`config.mk`:
```
export PLATFORM = sky130hd
export DESIGN_NAME = tpwc_front
export DESIGN_NICKNAME = d
export VERILOG_FILES = /design/src/tpwc_pkg.sv /design/src/tpwc_front.sv
export SDC_FILE = /design/constraint.sdc
export NUM_CORES = 1
export LEC_CHECK = 0
export BUFFER_PORTS_ARGS = -buffer_cell sky130_fd_sc_hd__buf_2
export CAP_MARGIN = 20
export CORE_ASPECT_RATIO = 1.4
export CORE_MARGIN = 2
export CORE_UTILIZATION = 42
export DETAILED_ROUTE_END_ITERATION = 10
export PLACE_DENSITY = 0.81
export SYNTH_ARGS = -nofsm -noshare
export SYNTH_HDL_FRONTEND = slang
export SYNTH_SLANG_ARGS = --single-unit
```
`constraint.sdc`:
```
create_clock -name vclk -period 3.05
set_input_delay 0.4575 -clock vclk [all_inputs]
set_output_delay 0.4575 -clock vclk [all_outputs]
set_load 0.01 [all_outputs]
```
`src/tpwc_pkg.sv`:
```
// Package for the twin prime window counter.
// Holds the beat types, the job record passed from front to back, and the FSM states.
// No dependencies.
package tpwc_pkg;

    localparam int WINDOW_DEF     = 4096;
    localparam int VALUE_BITS_DEF = 30;
    localparam int BOUND_W        = 30;
    localparam int COUNT_W        = 13;
    localparam int JOB_VAL_W      = 32;

    typedef struct packed {
        logic [BOUND_W-1:0] low_bound;
        logic [BOUND_W-1:0] high_bound;
    } in_beat_t;

    typedef struct packed {
        logic [COUNT_W-1:0] twin_count;
        logic               window_too_wide;
    } out_beat_t;

    typedef enum logic [1:0] {
        JOB_EMPTY,
        JOB_WIDE,
        JOB_SIEVE
    } job_kind_t;

    typedef struct packed {
        job_kind_t            kind;
        logic [JOB_VAL_W-1:0] lo;
        logic [JOB_VAL_W-1:0] hi;
    } job_t;

    typedef enum logic [3:0] {
        S_IDLE,
        S_PRESET,
        S_MUL,
        S_CHECK,
        S_DIV,
        S_START,
        S_STRIKE,
        S_COUNT,
        S_DRAIN,
        S_DONE
    } back_state_t;

endpackage

```
`src/tpwc_front.sv`:
```
// Front end: accepts query beats, masks the bounds and classifies each query.
// Depends on tpwc_pkg.
module tpwc_front #(
    parameter int WINDOW     = tpwc_pkg::WINDOW_DEF,
    parameter int VALUE_BITS = tpwc_pkg::VALUE_BITS_DEF
) (
    input  logic              in_valid,
    output logic              in_ready,
    input  tpwc_pkg::in_beat_t in_data,
    output logic              job_valid,
    input  logic              job_ready,
    output tpwc_pkg::job_t    job
);
    import tpwc_pkg::*;

    localparam logic [32:0] WIN_M1 = 33'(WINDOW - 1);

    logic [VALUE_BITS-1:0] lo_v;
    logic [VALUE_BITS-1:0] hi_v;
    logic [VALUE_BITS-1:0] diff;

    // Mask bounds to the value width
    assign lo_v = VALUE_BITS'(in_data.low_bound);
    assign hi_v = VALUE_BITS'(in_data.high_bound);
    assign diff = hi_v - lo_v;

    assign in_ready  = job_ready;
    assign job_valid = in_valid;

    // Classify: empty, too wide, or a real sieve job
    always_comb
    begin
        job.lo = JOB_VAL_W'(lo_v);
        job.hi = JOB_VAL_W'(hi_v);
        if (hi_v < lo_v)
            job.kind = JOB_EMPTY;
        else if (33'(diff) > WIN_M1)
            job.kind = JOB_WIDE;
        else
            job.kind = JOB_SIEVE;
    end

endmodule

```
==> results of run 1 <==
## power breakdown
group / internal (mW) / total, mW / switching (mW)
Combinational: 0.264 / 0.548 / 0.284
Sequential: 0 / 0 / 0
Clock: 0 / 0 / 0
Total: 0.264 / 0.548 / 0.284
## through the flow
| stage | hold slack [ns] | power, mW | cell area [um2] | cells |
|---|---|---|---|---|
| finish | 0.9150 | 0.5484 | 2829 | 478 |
| CTS | 0.9151 | 0.5264 | 2786 | 478 |
| detailed placement | 0.9151 | 0.5165 | 2749 | 478 |
| floorplan | 1.007 | 0.3614 | 2221 | 315 |
| global route | 0.9151 | 0.6030 | 2829 | 478 |
| global placement | 0.9151 | 0.5058 | 2749 | 478 |
## routing by layer
metal,vias up,track usage,wire length [um]
met5,-,0,0
met4,0,0.04642,153
met3,13,0.001259,234
met2,91,0.3843,3348
met1,1133,0.1796,2097
li1,1238,-,-
## cell families (layout without fill, tap and decap cells)
group | count (synthesis) | after routing
AOI/OAI and AO/OA | 98 | 98
xor gates and xnor gates | 5 | 5
adders and majority gates | 31 | 31
buffers and inverters | 111 | 210
muxes | 3 | 3
other | 1 | 4
and+or+nand+nor | 63 | 63
## layout by cell type (no fill, tap or decap), types with 3 or more instances in the layout
| cell | instances |
|---|---|
| a21o_1 | 5 |
| a21oi_1 | 27 |
| a21oi_2 | 4 |
| and3_1 | 3 |
| buf_2 | 120 |
| buf_4 | 47 |
| conb_1 | 4 |
| ha_1 | 28 |
| inv_1 | 40 |
| nand2_1 | 18 |
| nand2b_1 | 7 |
| nand3_1 | 5 |
| nand4_1 | 4 |
| nor2_1 | 8 |
| o211ai_1 | 4 |
| o21a_1 | 5 |
| o21ai_0 | 17 |
| o21bai_1 | 4 |
| o31a_1 | 3 |
| xnor2_1 | 3 |
## timing repair
| item | CTS | global route |
|---|---|---|
| endpoints found under the setup margin | 2 | 2 |
| gates resized for setup | 8 | 11 |
| pin swaps | 4 | 4 |
## worst paths after layout
check	cells past startpoint	endpoint	slack, ns	startpoint
setup / recovery	14	job[64]	-0.45	in_data[0]
hold / removal	0	in_ready	0.92	job_ready
## area by class of cell
cell class,count,share of cell area
tap,64,0.02831
multi-input combinational,204,0.5683
timing repair buffer,169,0.3463
inverter,41,0.05705
==> flow_metrics.py, run 1 <==
metrics = {
    "outcome": {
        "status": "finished, violations left",
        "violations": "setup timing",
    },
    "worst_setup_path": {
        "cp_slowest_cell": "fa_2",
        "crit_required_ns": 2.59,
        "path_class": "in2out",
        "worstSetupEndpointType": "output port",
        "worst-path-buf-inv": 3,
        "path_delay_family": "compound AO/OA/AOI/OAI gates",
        "crit_fanout": 3,
        "crit_arrival_ns": 3.05,
        "crit_chain": "buf_8 > inv_8 > ha_4 > fa_2 > nand2b_4 > a21oi_2 > o31a_1 > o21ai_2 > a31oi_1 > mux2_4 > nor4b_4 > nand4_1 > o31a_1 > buf_2",
        "worst_path_most_repeated_cell": "o31a_1",
        "worst_path_largest_cell_delay_ns": 0.34,
        "crit_path_start_kind": "input port",
    },
    "global_routing": {
        "grt.total_usage": 0.1764,
        "grt_pass1_wl_um": 8549,
        "antenna_found_initial": 0,
        "grt_max_degree": 8,
        "grt_overflow": 0,
        "grt_pass1_vias": 2219,
    },
    "finish": {
        "nFlopsAndLatches": 0,
        "multi_input_area_um2": 1608,
        "regArea_um2": 0,
        "layout.nets": 509,
        "final_layout_size_suffix_gt1_frac": 0.4758,
        "fin_util": 0.5753,
        "diodes": 0,
        "area_growth_pct": 30.54,
        "nClkBuffers": 0,
        "fillers": 487,
    },
    "synth": {
        "synth_xor_area_frac": 0.02021,
        "yosys.area_share.simple": 0.1617,
        "synth_cells": 312,
        "seq_area_frac_synth": 0,
        "yosysTopAreaCell": "buf_4",
        "synth-compound-area-share": 0.3083,
        "synth_top_family_by_area": "buffers and inverters",
        "netlist_area_um2": 2167,
        "yosysWarningCount": 0,
        "synth_top_area_share": 0.2321,
        "synth.area.top_cells": "buf_4 (23%), ha_1 (17%), inv_1 (7.1%)",
        "syn_avg_cell_area_um2": 6.946,
        "synthTopCellsByCount": "buf_4 (67), inv_1 (41), ha_1 (30)",
        "synth.most_common_cell": "buf_4",
        "yosys.area_share.adder": 0.1824,
        "ys_types": 57,
        "synthMuxAreaShare": 0.01674,
    },
    "pwr": {
        "ir_worst_vdd_uv": 93.61,
        "leakagePower_nw": 1.605,
        "p_per_area_nw_per_um2": 193.9,
    },
    "routing": {
        "ant_nets": 0,
        "drc": 0,
        "vias_per_cell": 5.178,
        "routed-via-count": 2475,
        "first_iter_violations": 101,
        "drt-wirelength-per-cell_um": 12.20,
        "dr.pass1.iters": 4,
        "drt-total-wl_um": 5833,
    },
    "sta": {
        "rsz0062_at_grt": "yes",
        "worst_slack_ns": -0.4543,
        "clock.fmax_mhz": 285.4,
        "slew_violations": 0,
        "fin_setup_tns_ns": -0.8576,
        "hold_viol": 0,
        "min_period_over_period": 1.149,
        "setup_violations": 2,
        "fin_crit_ns": 3.504,
    },
    "die": {
        "fp-row-count": 30,
        "die_area_um2": 5759,
        "initial_core_util": 0.4407,
        "io_pins": 130,
        "die_h_um": 88.99,
        "coreArea_um2": 4917,
        "die_w_um": 64.71,
    },
    "flow_run": {
        "cap_violations": 0,
    },
    "place": {
        "gp_congestion": 0.9543,
        "dp_hpwl_um": 5030,
        "preCtsSetupSlack_ns": -0.4915,
        "io_buffers": 122,
    },
    "clocking": {
        "hold_buffers": 0,
        "cts_setup_buffers": 0,
    },
    "hold_path": {
        "hold_class": "in2out",
    },
}
(Power assumes the default switching activity.)
==> inputs of run 2 (changes only) <==
BUFFER_PORTS_ARGS = -buffer_cell sky130_fd_sc_hd__buf_4   (was -buffer_cell sky130_fd_sc_hd__buf_2)
CORE_UTILIZATION = 50   (was 42)
GPL_ROUTABILITY_DRIVEN = 0   (was not set)
PLACE_DENSITY = 0.91   (was 0.81)
clock period = 4.1 ns   (was 3.05 ns; I/O delays follow)
==> run 2 against run 1 <==
Net effect:
- the run now ends clean
- global-route usage increased by 3.4 points
- via count is 5.2% lower
- sequential share of layout area did not move
- cell area fell by 6.5%
- non-clock buffer count down 46
- count of clock-buffer cells in the layout unchanged
- setup slack improved by 0.59 ns
- wire length down 6.2%
- flip-flop and latch count did not move
- critical endpoint unchanged
==> flow_metrics.py, run 2 (synthesized netlist as in run 1, its figures left out) <==
metrics = {
    "outcome": {
        "status": "finished, final reports clean",
    },
    "pwr": {
        "leakagePower_nw": 1.451,
        "fin_total_pwr_mw": 0.3637,
        "ir_worst_vdd_uv": 68.98,
        "p_per_area_nw_per_um2": 137.4,
    },
    "finish": {
        "layout.nets": 463,
        "nFlopsAndLatches": 0,
        "regArea_um2": 0,
        "diodes": 0,
        "area_growth_pct": 22.11,
        "final_common_cell": "buf_4",
        "nClkBuffers": 0,
        "multi_input_area_um2": 1513,
        "mostFrequentLayoutCells": "buf_4 (123), inv_1 (41), ha_1 (30)",
        "fillers": 414,
        "final_layout_size_suffix_gt1_frac": 0.3723,
    },
    "die": {
        "io_pins": 130,
        "coreArea_um2": 4204,
        "die_w_um": 59.64,
        "fp-row-count": 28,
        "die_h_um": 81.90,
        "die_area_um2": 4884,
        "initial_core_util": 0.5155,
    },
    "worst_setup_path": {
        "crit_path_start_kind": "input port",
        "crit_required_ns": 3.48,
        "path_class": "in2out",
        "crit_fanout": 3,
        "worstSetupEndpointType": "output port",
        "crit_arrival_ns": 3.35,
    },
    "sta": {
        "slew_violations": 0,
        "clock.fmax_mhz": 252.3,
        "min_period_over_period": 0.9668,
        "worst_slew_pin_slew_ns": 0.4943,
        "setup_violations": 0,
        "fin_crit_ns": 3.964,
        "max_slew_margin": 0.6685,
        "hold_viol": 0,
        "worst_slack_ns": 0.1361,
        "fin_setup_tns_ns": 0,
        "hold_slack_ns": 1.230,
    },
    "global_routing": {
        "grt_max_degree": 10,
        "antenna_found_initial": 0,
        "grt.total_usage": 0.2107,
        "grt_pass1_vias": 2258,
        "grt_pass1_wl_um": 8652,
        "grt_overflow": 0,
    },
    "routing": {
        "routed-via-count": 2346,
        "vias_per_cell": 5.680,
        "drt-total-wl_um": 5469,
        "first_iter_violations": 56,
        "drt-wirelength-per-cell_um": 13.24,
        "ant_nets": 0,
        "dr.pass1.iters": 4,
        "drc": 0,
    },
    "place": {
        "io_buffers": 122,
        "dp_hpwl_um": 4830,
        "preCtsSetupSlack_ns": 0.07589,
    },
    "clocking": {
        "cts_setup_buffers": 0,
    },
    "flow_run": {
        "cap_violations": 0,
    },
    "hold_path": {
        "hold_class": "in2out",
    },
}
[run 2: power by group]
group	leakage, nW	internal [mW]	total [mW]	switching, mW
combinational	1.45	0.175	0.364	0.188
clock	0	0	0	0
sequential	0	0	0	0
total	1.45	0.175	0.364	0.188
[run 2: worst paths after layout]
check | slack, ns | to | cells past startpoint | from
worst min-delay path | 1.23 | in_ready | 0 | job_ready
worst max-delay path | 0.14 | job[64] | 14 | in_data[0]
[run 2: per-stage QoR]
stage / cell area [um2] / cells / util
after detailed placement: 2643 / 413 / 0.6286
after floorplan: 2178 / 315 / -
after global placement: 2643 / 413 / 0.6286
after global routing: 2646 / 413 / 0.6295
final: 2646 / 413 / 0.6295
after CTS: 2643 / 413 / 0.6286
[run 2: area by class of cell]
cell class | instances | area share
well taps | 45 | 0.02128
multi-input cells | 204 | 0.5716
inverters | 41 | 0.05816
repair buffers | 123 | 0.3489
[run 2: per-layer routing]
layer	vias up	part of all wire	wire length (um)	GRT usage
met5	-	0	0	0
met4	0	0.034	184	0.08000
met1	1071	0.35	1891	0.2072
met3	19	0.057	309	0.01575
met2	106	0.56	3083	0.4326
li1	1150	-	-	-
[run 2: critical path: stages]
cell	delay, ns
buf_4	0.08
inv_1	0.03
ha_1	0.22
fa_1	0.37
nand2b_1	0.17
a21oi_2	0.16
o31a_1	0.18
o21ai_1	0.10
a31oi_1	0.23
mux2_4	0.33
nor4b_2	0.25
nand4_1	0.18
o31a_1	0.28
buf_4	0.15
[run 2: what timing repair did]
action	in CTS	in global routing
setup endpoints to repair	0	2
hold buffers	0	0
resized for setup	0	1
