## src/tpwc_pkg.sv

```systemverilog
// Package for the twin prime window counter.
// Holds the beat types, the job record passed from front to back, and the FSM states.
// No dependencies.
package tpwc_pkg;

    localparam int WINDOW_DEF     = 4096;
    localparam int VALUE_BITS_DEF = 30;
    localparam int BOUND_W        = 30;
    localparam int COUNT_W        = 13;
    localparam int JOB_VAL_W      = 32;

    typedef struct packed {
        logic [BOUND_W-1:0] low_bound;
        logic [BOUND_W-1:0] high_bound;
    } in_beat_t;

    typedef struct packed {
        logic [COUNT_W-1:0] twin_count;
        logic               window_too_wide;
    } out_beat_t;

    typedef enum logic [1:0] {
        JOB_EMPTY,
        JOB_WIDE,
        JOB_SIEVE
    } job_kind_t;

    typedef struct packed {
        job_kind_t            kind;
        logic [JOB_VAL_W-1:0] lo;
        logic [JOB_VAL_W-1:0] hi;
    } job_t;

    typedef enum logic [3:0] {
        S_IDLE,
        S_PRESET,
        S_MUL,
        S_CHECK,
        S_DIV,
        S_START,
        S_STRIKE,
        S_COUNT,
        S_DRAIN,
        S_DONE
    } back_state_t;

endpackage

```

## src/tpwc_queue.sv

```systemverilog
// Two-entry job queue between front and back ends.
// Depends on tpwc_pkg.
module tpwc_queue (
    input  logic           clk,
    input  logic           rst_n,
    input  logic           push_valid,
    output logic           push_ready,
    input  tpwc_pkg::job_t push_job,
    output logic           pop_valid,
    input  logic           pop_ready,
    output tpwc_pkg::job_t pop_job
);
    import tpwc_pkg::*;

    job_t       slot_reg [2];
    logic       wp_reg;
    logic       wp_next;
    logic       rp_reg;
    logic       rp_next;
    logic [1:0] fill_reg;
    logic [1:0] fill_next;
    logic       do_push;
    logic       do_pop;

    assign push_ready = (fill_reg != 2'd2);
    assign pop_valid  = (fill_reg != 2'd0);
    assign pop_job    = slot_reg[rp_reg];
    assign do_push    = push_valid && push_ready;
    assign do_pop     = pop_valid && pop_ready;

    // Pointer and fill update
    always_comb
    begin
        wp_next   = do_push ? ~wp_reg : wp_reg;
        rp_next   = do_pop ? ~rp_reg : rp_reg;
        fill_next = fill_reg + 2'(do_push) - 2'(do_pop);
    end

    always_ff @(posedge clk or negedge rst_n)
    begin
        if (!rst_n)
        begin
            wp_reg   <= 1'b0;
            rp_reg   <= 1'b0;
            fill_reg <= 2'd0;
        end
        else
        begin
            wp_reg   <= wp_next;
            rp_reg   <= rp_next;
            fill_reg <= fill_next;
        end
    end

    // Payload slots
    always_ff @(posedge clk)
    begin
        if (do_push)
            slot_reg[wp_reg] <= push_job;
    end

endmodule

```

## config.mk

```make
export PLATFORM = sky130hd
export DESIGN_NAME = tpwc_queue
export DESIGN_NICKNAME = d
export VERILOG_FILES = /design/src/tpwc_pkg.sv /design/src/tpwc_queue.sv
export SDC_FILE = /design/constraint.sdc
export NUM_CORES = 1
export LEC_CHECK = 0
export BUFFER_PORTS_ARGS = -buffer_cell sky130_fd_sc_hd__clkbuf_2
export CAP_MARGIN = 25
export CORE_MARGIN = 10
export CORE_UTILIZATION = 35
export CTS_CLUSTER_DIAMETER = 60
export DETAILED_ROUTE_END_ITERATION = 7
export PLACE_DENSITY = 0.68
export SLEW_MARGIN = 20
export SYNTH_ARGS = -nofsm -noshare
export SYNTH_HDL_FRONTEND = slang
export SYNTH_SLANG_ARGS = --single-unit
```

## constraint.sdc

```tcl
create_clock -name clk -period 5.4 [get_ports clk]
set_input_delay 1.08 -clock clk [delete_from_list [all_inputs] [get_ports clk]]
set_output_delay 1.08 -clock clk [all_outputs]
set_load 0.02 [all_outputs]
```

==> results.cfg, run 1 <==
[logic_synthesis]
synth_top_family_by_area = multiplexers
synth_edf_count = 132
synthTopCellsByArea = edfxtp_1 (78%), mux2_4 (8.9%), mux2_2 (8.0%)
syn_area_mm2 = 0.005072
ys_ff_latch = 136
synthArstFlopShare_pct = 2.941
synth_xor_area_share_pct = 0.6907
synth_top_area_share_pct = 78.15
synth_compound_area_share_pct = 0
synth_cell_type_count = 17
netlist_instances = 222
synth_ff_type = edfxtp_1
syn_avg_cell_area_um2 = 22.85
yosysMostFrequentCell = edfxtp_1
ys_warn_count = 0
muxShareOfSynthArea_pct = 16.87
yosysTopAreaCell = edfxtp_1
synthSimpleGateAreaFrac_pct = 0.6413
synthAdderAreaFrac_pct = 0.4933
syn_nets = 294
yosysSeqAreaShare_pct = 80.12
synth_common_cells = edfxtp_1 (132), mux2_2 (36), mux2_4 (30)

[detailed_routing]
top_layer = met4
wl_met1_um = 3905
vias_per_cell = 4.457
drc = 0
met3_length_um = 755
detail_route.iter0.violations = 106
drt_pre_antenna_iters = 4
num_vias = 2527
postRouteAntennaNets = 0
wl_um = 9806
wl_per_cell_um = 17.29
route.met2.wl_um = 4975

[run]
max-cap-violations = 0

[hold_path]
hold_path.class = input port to async pin

[floorplan]
coreArea_mm2 = 0.01404
start_util_pct = 36.12
io_pins = 138
die_area_mm2 = 0.01971
die_y_um = 140.4
rows = 43
die_x_um = 140.4

[timing]
setup_viol = 0
fin_crit_sh_pct = 57.98
drv_slew = 0
rsz0062_at_grt = false
worstMarginPinSlew_ns = 0.9488
period_needed_ns = 3.131
hold_viol_final = 0
finalSetupTns_ns = 0
slew_headroom_pct = 36.75
fmax_mhz = 319.4
skew_ns = 0.004760

[worst_setup_path]
worstPathMaxFanout = 37
crit_path_end_kind = output pin
r2r-end = slot_reg[0][10]
worstPathArrival_ns = 2.05
critPathKind = flop to output pin
r2r_slack_ns = 3.40
critPathLaunchType = flop
crit_path_start = rp_reg
required_ns = 4.32
crit_path_end = pop_job[5]
worstRegToRegCells = 4
r2r-start = fill_reg[1]

[cells_and_area]
syn2layout_area_growth_pct = 28.10
n_fill_cell = 1224
register_area_mm2 = 0.004068
multi_input_area_um2 = 960.9
nets = 446
antennaDiodeCount = 0
drive_gt1_share_pct = 60.21
stdcell_area_mm2 = 0.006497
largest_register_ffs = 132

[power_and_ir_drop]
switchingPower_mw = 1.200
p_seq_share_pct = 41.8
switching_share_pct = 32.04
ir_worst_vdd_uv = 358.3
combPwrFrac_pct = 32.4
p_per_area_mw_per_mm2 = 576.2
clockPowerShare_pct = 25.8
internal_power_mw = 2.544
power_mw = 3.744
p_leak_nw = 2.542

[global_routing]
grt_first_pass_wirelength_um = 15210
antenna_found_initial = 0
grt-ovfl-total = 0
grt_pass1_vias = 2864
groute.usage.overall_pct = 10.03
grt_max_degree = 68

[place]
gp_congestion = 0.6824
numPortBuffers = 137
dpl_cell_area_mm2 = 0.005951
dpl.hpwl_um = 6621

[clock_tree]
clock_tree.htree_level_count = 4
cts.sinks = 136
ctsResizeCount = 0
cts.clk_slew.worst_paths_ns = 0.05
cts_made_buffers = 17
hold_buffers = 0
cts_tree = yes
clock_latency_ns = 0.40
cts_buffer_depth = 2
root_buffer = clkbuf_16
cts_setup_buffers = 0

[status]
status = finished, final reports clean
-- per-stage QoR --
step | instances | setup WS (ns) | utilization [%] | hold slack, ns
after floorplan | 222 | 0.9699 | - | 0.4608
after global placement | 533 | 2.344 | 42.38 | 0.4929
after detailed placement | 533 | 2.233 | 42.38 | 0.5134
after CTS | 565 | 2.071 | 45.93 | 0.4457
after global routing | 567 | 2.151 | 46.27 | 0.4440
final | 567 | 2.269 | 46.27 | 0.4729
-- final cells by class --
cell class	count	area share, %
Multi-Input combinational cell	78	14.79
Clock buffer	21	6.778
Inverter	1	0.05777
Tap cell	180	3.466
Sequential cell	136	62.60
Clock inverter	11	0.9051
Timing Repair Buffer	140	11.40
-- power by group through the flow --
stage	sequential (mW)	clock, mW	combinational [mW]
2_1_floorplan	1.53	0	0.915
3_3_place_gp	1.64	0	1.15
3_5_place_dp	1.65	0	1.16
4_1_cts	1.63	1.00	1.17
5_1_grt	1.59	1.05	1.31
6_report	1.56	0.966	1.21
-- worst max-delay path, cell delays in order, from the launching register on --
cell and delay, ns:
dfrtp_4 0.76, buf_12 0.30, mux2_2 0.38, clkbuf_2 0.16
-- cell families (layout without fill, tap and decap cells) --
logic type | after synthesis | in the layout
adders and majority gates | 2 | 2
DFF | 136 | 136
and+or+nand+nor | 6 | 6
muxes | 66 | 66
buffers and inverters | 8 | 173
xor gates and xnor gates | 4 | 4
-- metal layers --
metal,vias up,GRT usage [%]
met4,0,4.130
met5,-,0
met2,87,16.33
li1,1183,-
met3,13,5.003
met1,1244,10.88
-- placed cells by master (no fill, tap or decap), drive strengths merged --
cell type,n
nand2b,1
buf,3
clkbuf,158
or2,1
edfxtp,132
and2,1
xor2,1
xnor2,3
mux2,66
inv,1
clkinvlp,2
nand2,1
ha,2
and3,1
dfrtp,4
clkinv,9
nor2,1
-- worst min-delay path by stage --
stage / from / endpoint / slack, ns / cells past startpoint
after floorplan: wp_reg / wp_reg / 0.46 / 1
after global placement: fill_reg[0] / fill_reg[0] / 0.49 / 1
after detailed placement: fill_reg[0] / fill_reg[0] / 0.51 / 1
after CTS: rst_n / fill_reg[0] / 0.45 / 1
after global routing: rst_n / fill_reg[0] / 0.44 / 1
final: rst_n / fill_reg[0] / 0.47 / 1
(Power assumes the default switching activity.)
==> inputs of run 2 (changes only) <==
clock period = 3 ns   (was 5.4 ns; I/O delays follow)
==> run 2 against run 1 <==
Core utilization grew 1.3 points. Final area grew 2.8%. Count of clock-buffer cells in the layout shrank 4.
==> results.cfg, run 2 (same netlist as run 1, synthesis figures left out) <==
[status]
status = finished, final reports clean

[timing]
rsz0062_at_grt = false
finalSetupTns_ns = 0
slew_headroom_pct = 37.45
period_needed_ns = 2.612
fmax_mhz = 382.8
worstMarginPinSlew_ns = 0.9383
drv_slew = 0
skew_ns = 0.02169
fin_crit_sh_pct = 87.07
setup_viol = 0
hold_viol_final = 0

[cells_and_area]
drive_gt1_share_pct = 61.08
antennaDiodeCount = 0
mostFrequentLayoutCells = clkbuf_2 (137), edfxtp_1 (132), mux2_2 (36), mux2_4 (30), clkbuf_16 (17)
nets = 447
syn2layout_area_growth_pct = 31.70
layout_commonest_cell = clkbuf_2
stdcell_area_mm2 = 0.006680
n_fill_cell = 1213
largest_register_ffs = 132
final_util_pct = 47.57
multi_input_area_um2 = 960.9
register_area_mm2 = 0.004068

[floorplan]
io_pins = 138
die_x_um = 140.4
rows = 43
coreArea_mm2 = 0.01404
start_util_pct = 36.12
die_area_mm2 = 0.01971
die_y_um = 140.4

[hold_path]
holdPathStages = 1
hold_path.class = input port to flop
hp-start = push_job[21]
min_to = slot_reg[0][21]

[place]
dpl.hpwl_um = 6915
numPortBuffers = 137
dpl_cell_area_mm2 = 0.005991
gp_congestion = 0.7277

[power_and_ir_drop]
switching_share_pct = 29.94
switchingPower_mw = 2.210
internal_power_mw = 5.170
p_per_area_mw_per_mm2 = 1105
combPwrFrac_pct = 29.9
power_mw = 7.379
clockPowerShare_pct = 32.2
p_leak_nw = 2.625
p_seq_share_pct = 37.9
ir_worst_vdd_uv = 478.5

[clock_tree]
root_buffer = clkbuf_16
cts_setup_buffers = 0
cts.sinks = 136
clock_tree.htree_level_count = 4
cts_made_buffers = 17
cts_tree = yes
cts_buffer_depth = 2
clock_latency_ns = 0.42
cts.clk_slew.worst_paths_ns = 0.06
ctsResizeCount = 0

[detailed_routing]
detail_route.iter0.violations = 139
drc = 0
num_vias = 2575
drt_pre_antenna_iters = 4
wl_um = 10150
vias_per_cell = 4.533
postRouteAntennaNets = 0
wl_per_cell_um = 17.87

[global_routing]
grt_max_degree = 67
antenna_found_initial = 0
grt_pass1_vias = 2907
groute.usage.overall_pct = 10.44
grt_first_pass_wirelength_um = 15880
grt-ovfl-total = 0

[worst_setup_path]
worstRegToRegCells = 2
r2r_slack_ns = 1.22
required_ns = 2.40
worstPathArrival_ns = 2.01
crit_path_end_kind = output pin
r2r-start = fill_reg[0]
worstPathMaxFanout = 29
critPathKind = flop to output pin
critPathLaunchType = flop
r2r-end = slot_reg[1][29]

[run]
max-cap-violations = 0
-- run 2: worst max path at each step --
stage          slack (ns)  depth (start not counted)              to        start
2_1_floorplan         0.1                          3  slot_reg[0][0]  fill_reg[1]
5_1_grt              0.28                          3      pop_job[0]       rp_reg
3_5_place_dp         0.79                          3      pop_job[0]       rp_reg
6_report             0.39                          3      pop_job[0]       rp_reg
4_1_cts              0.34                          3      pop_job[0]       rp_reg
3_3_place_gp         0.83                          3      pop_job[2]       rp_reg
-- run 2: layer usage --
layer	track usage [%]	vias to the layer above	wire length, µm
met2	16.72	97	4957
met3	6.288	9	1033
met4	4.076	0	104
li1	-	1191	-
met1	10.97	1278	4056
met5	0	-	0
-- run 2: through the flow --
stage	hold slack (ns)	setup slack, ns	std cells
global placement	0.4154	0.8293	535
finish	0.3699	0.3880	568
global route	0.3564	0.2759	568
floorplan	0.3044	0.09642	222
detailed placement	0.4148	0.7924	535
CTS	0.3538	0.3428	568
-- run 2: area by class of cell --
cell class,count,share of cell area [%]
Clock inverter,15,3.802
Inverter,1,0.05619
Clock buffer,17,6.368
Tap cell,180,3.371
Sequential cell,136,60.89
Multi-Input combinational cell,78,14.38
Timing Repair Buffer,141,11.13
-- run 2: power by group through the flow --
stage	registers (mW)	clock network [mW]	logic, mW
after floorplan	2.74	0	1.65
after global placement	2.82	0	2.24
after detailed placement	2.85	0	2.26
after CTS	2.81	2.43	2.27
after global routing	2.85	2.51	2.36
final	2.80	2.37	2.21
-- run 2: worst max-delay path: stages (launching register included) --
cell and delay [ns]:
dfrtp_4 0.71, buf_4 0.33, mux2_2 0.37, clkbuf_2 0.16
-- run 2: timing repair --
action | CTS | global route
setup endpoints to repair | 0 | 0
hold buffers | 1 | 0
endpoints found under the hold margin | 4 | 0
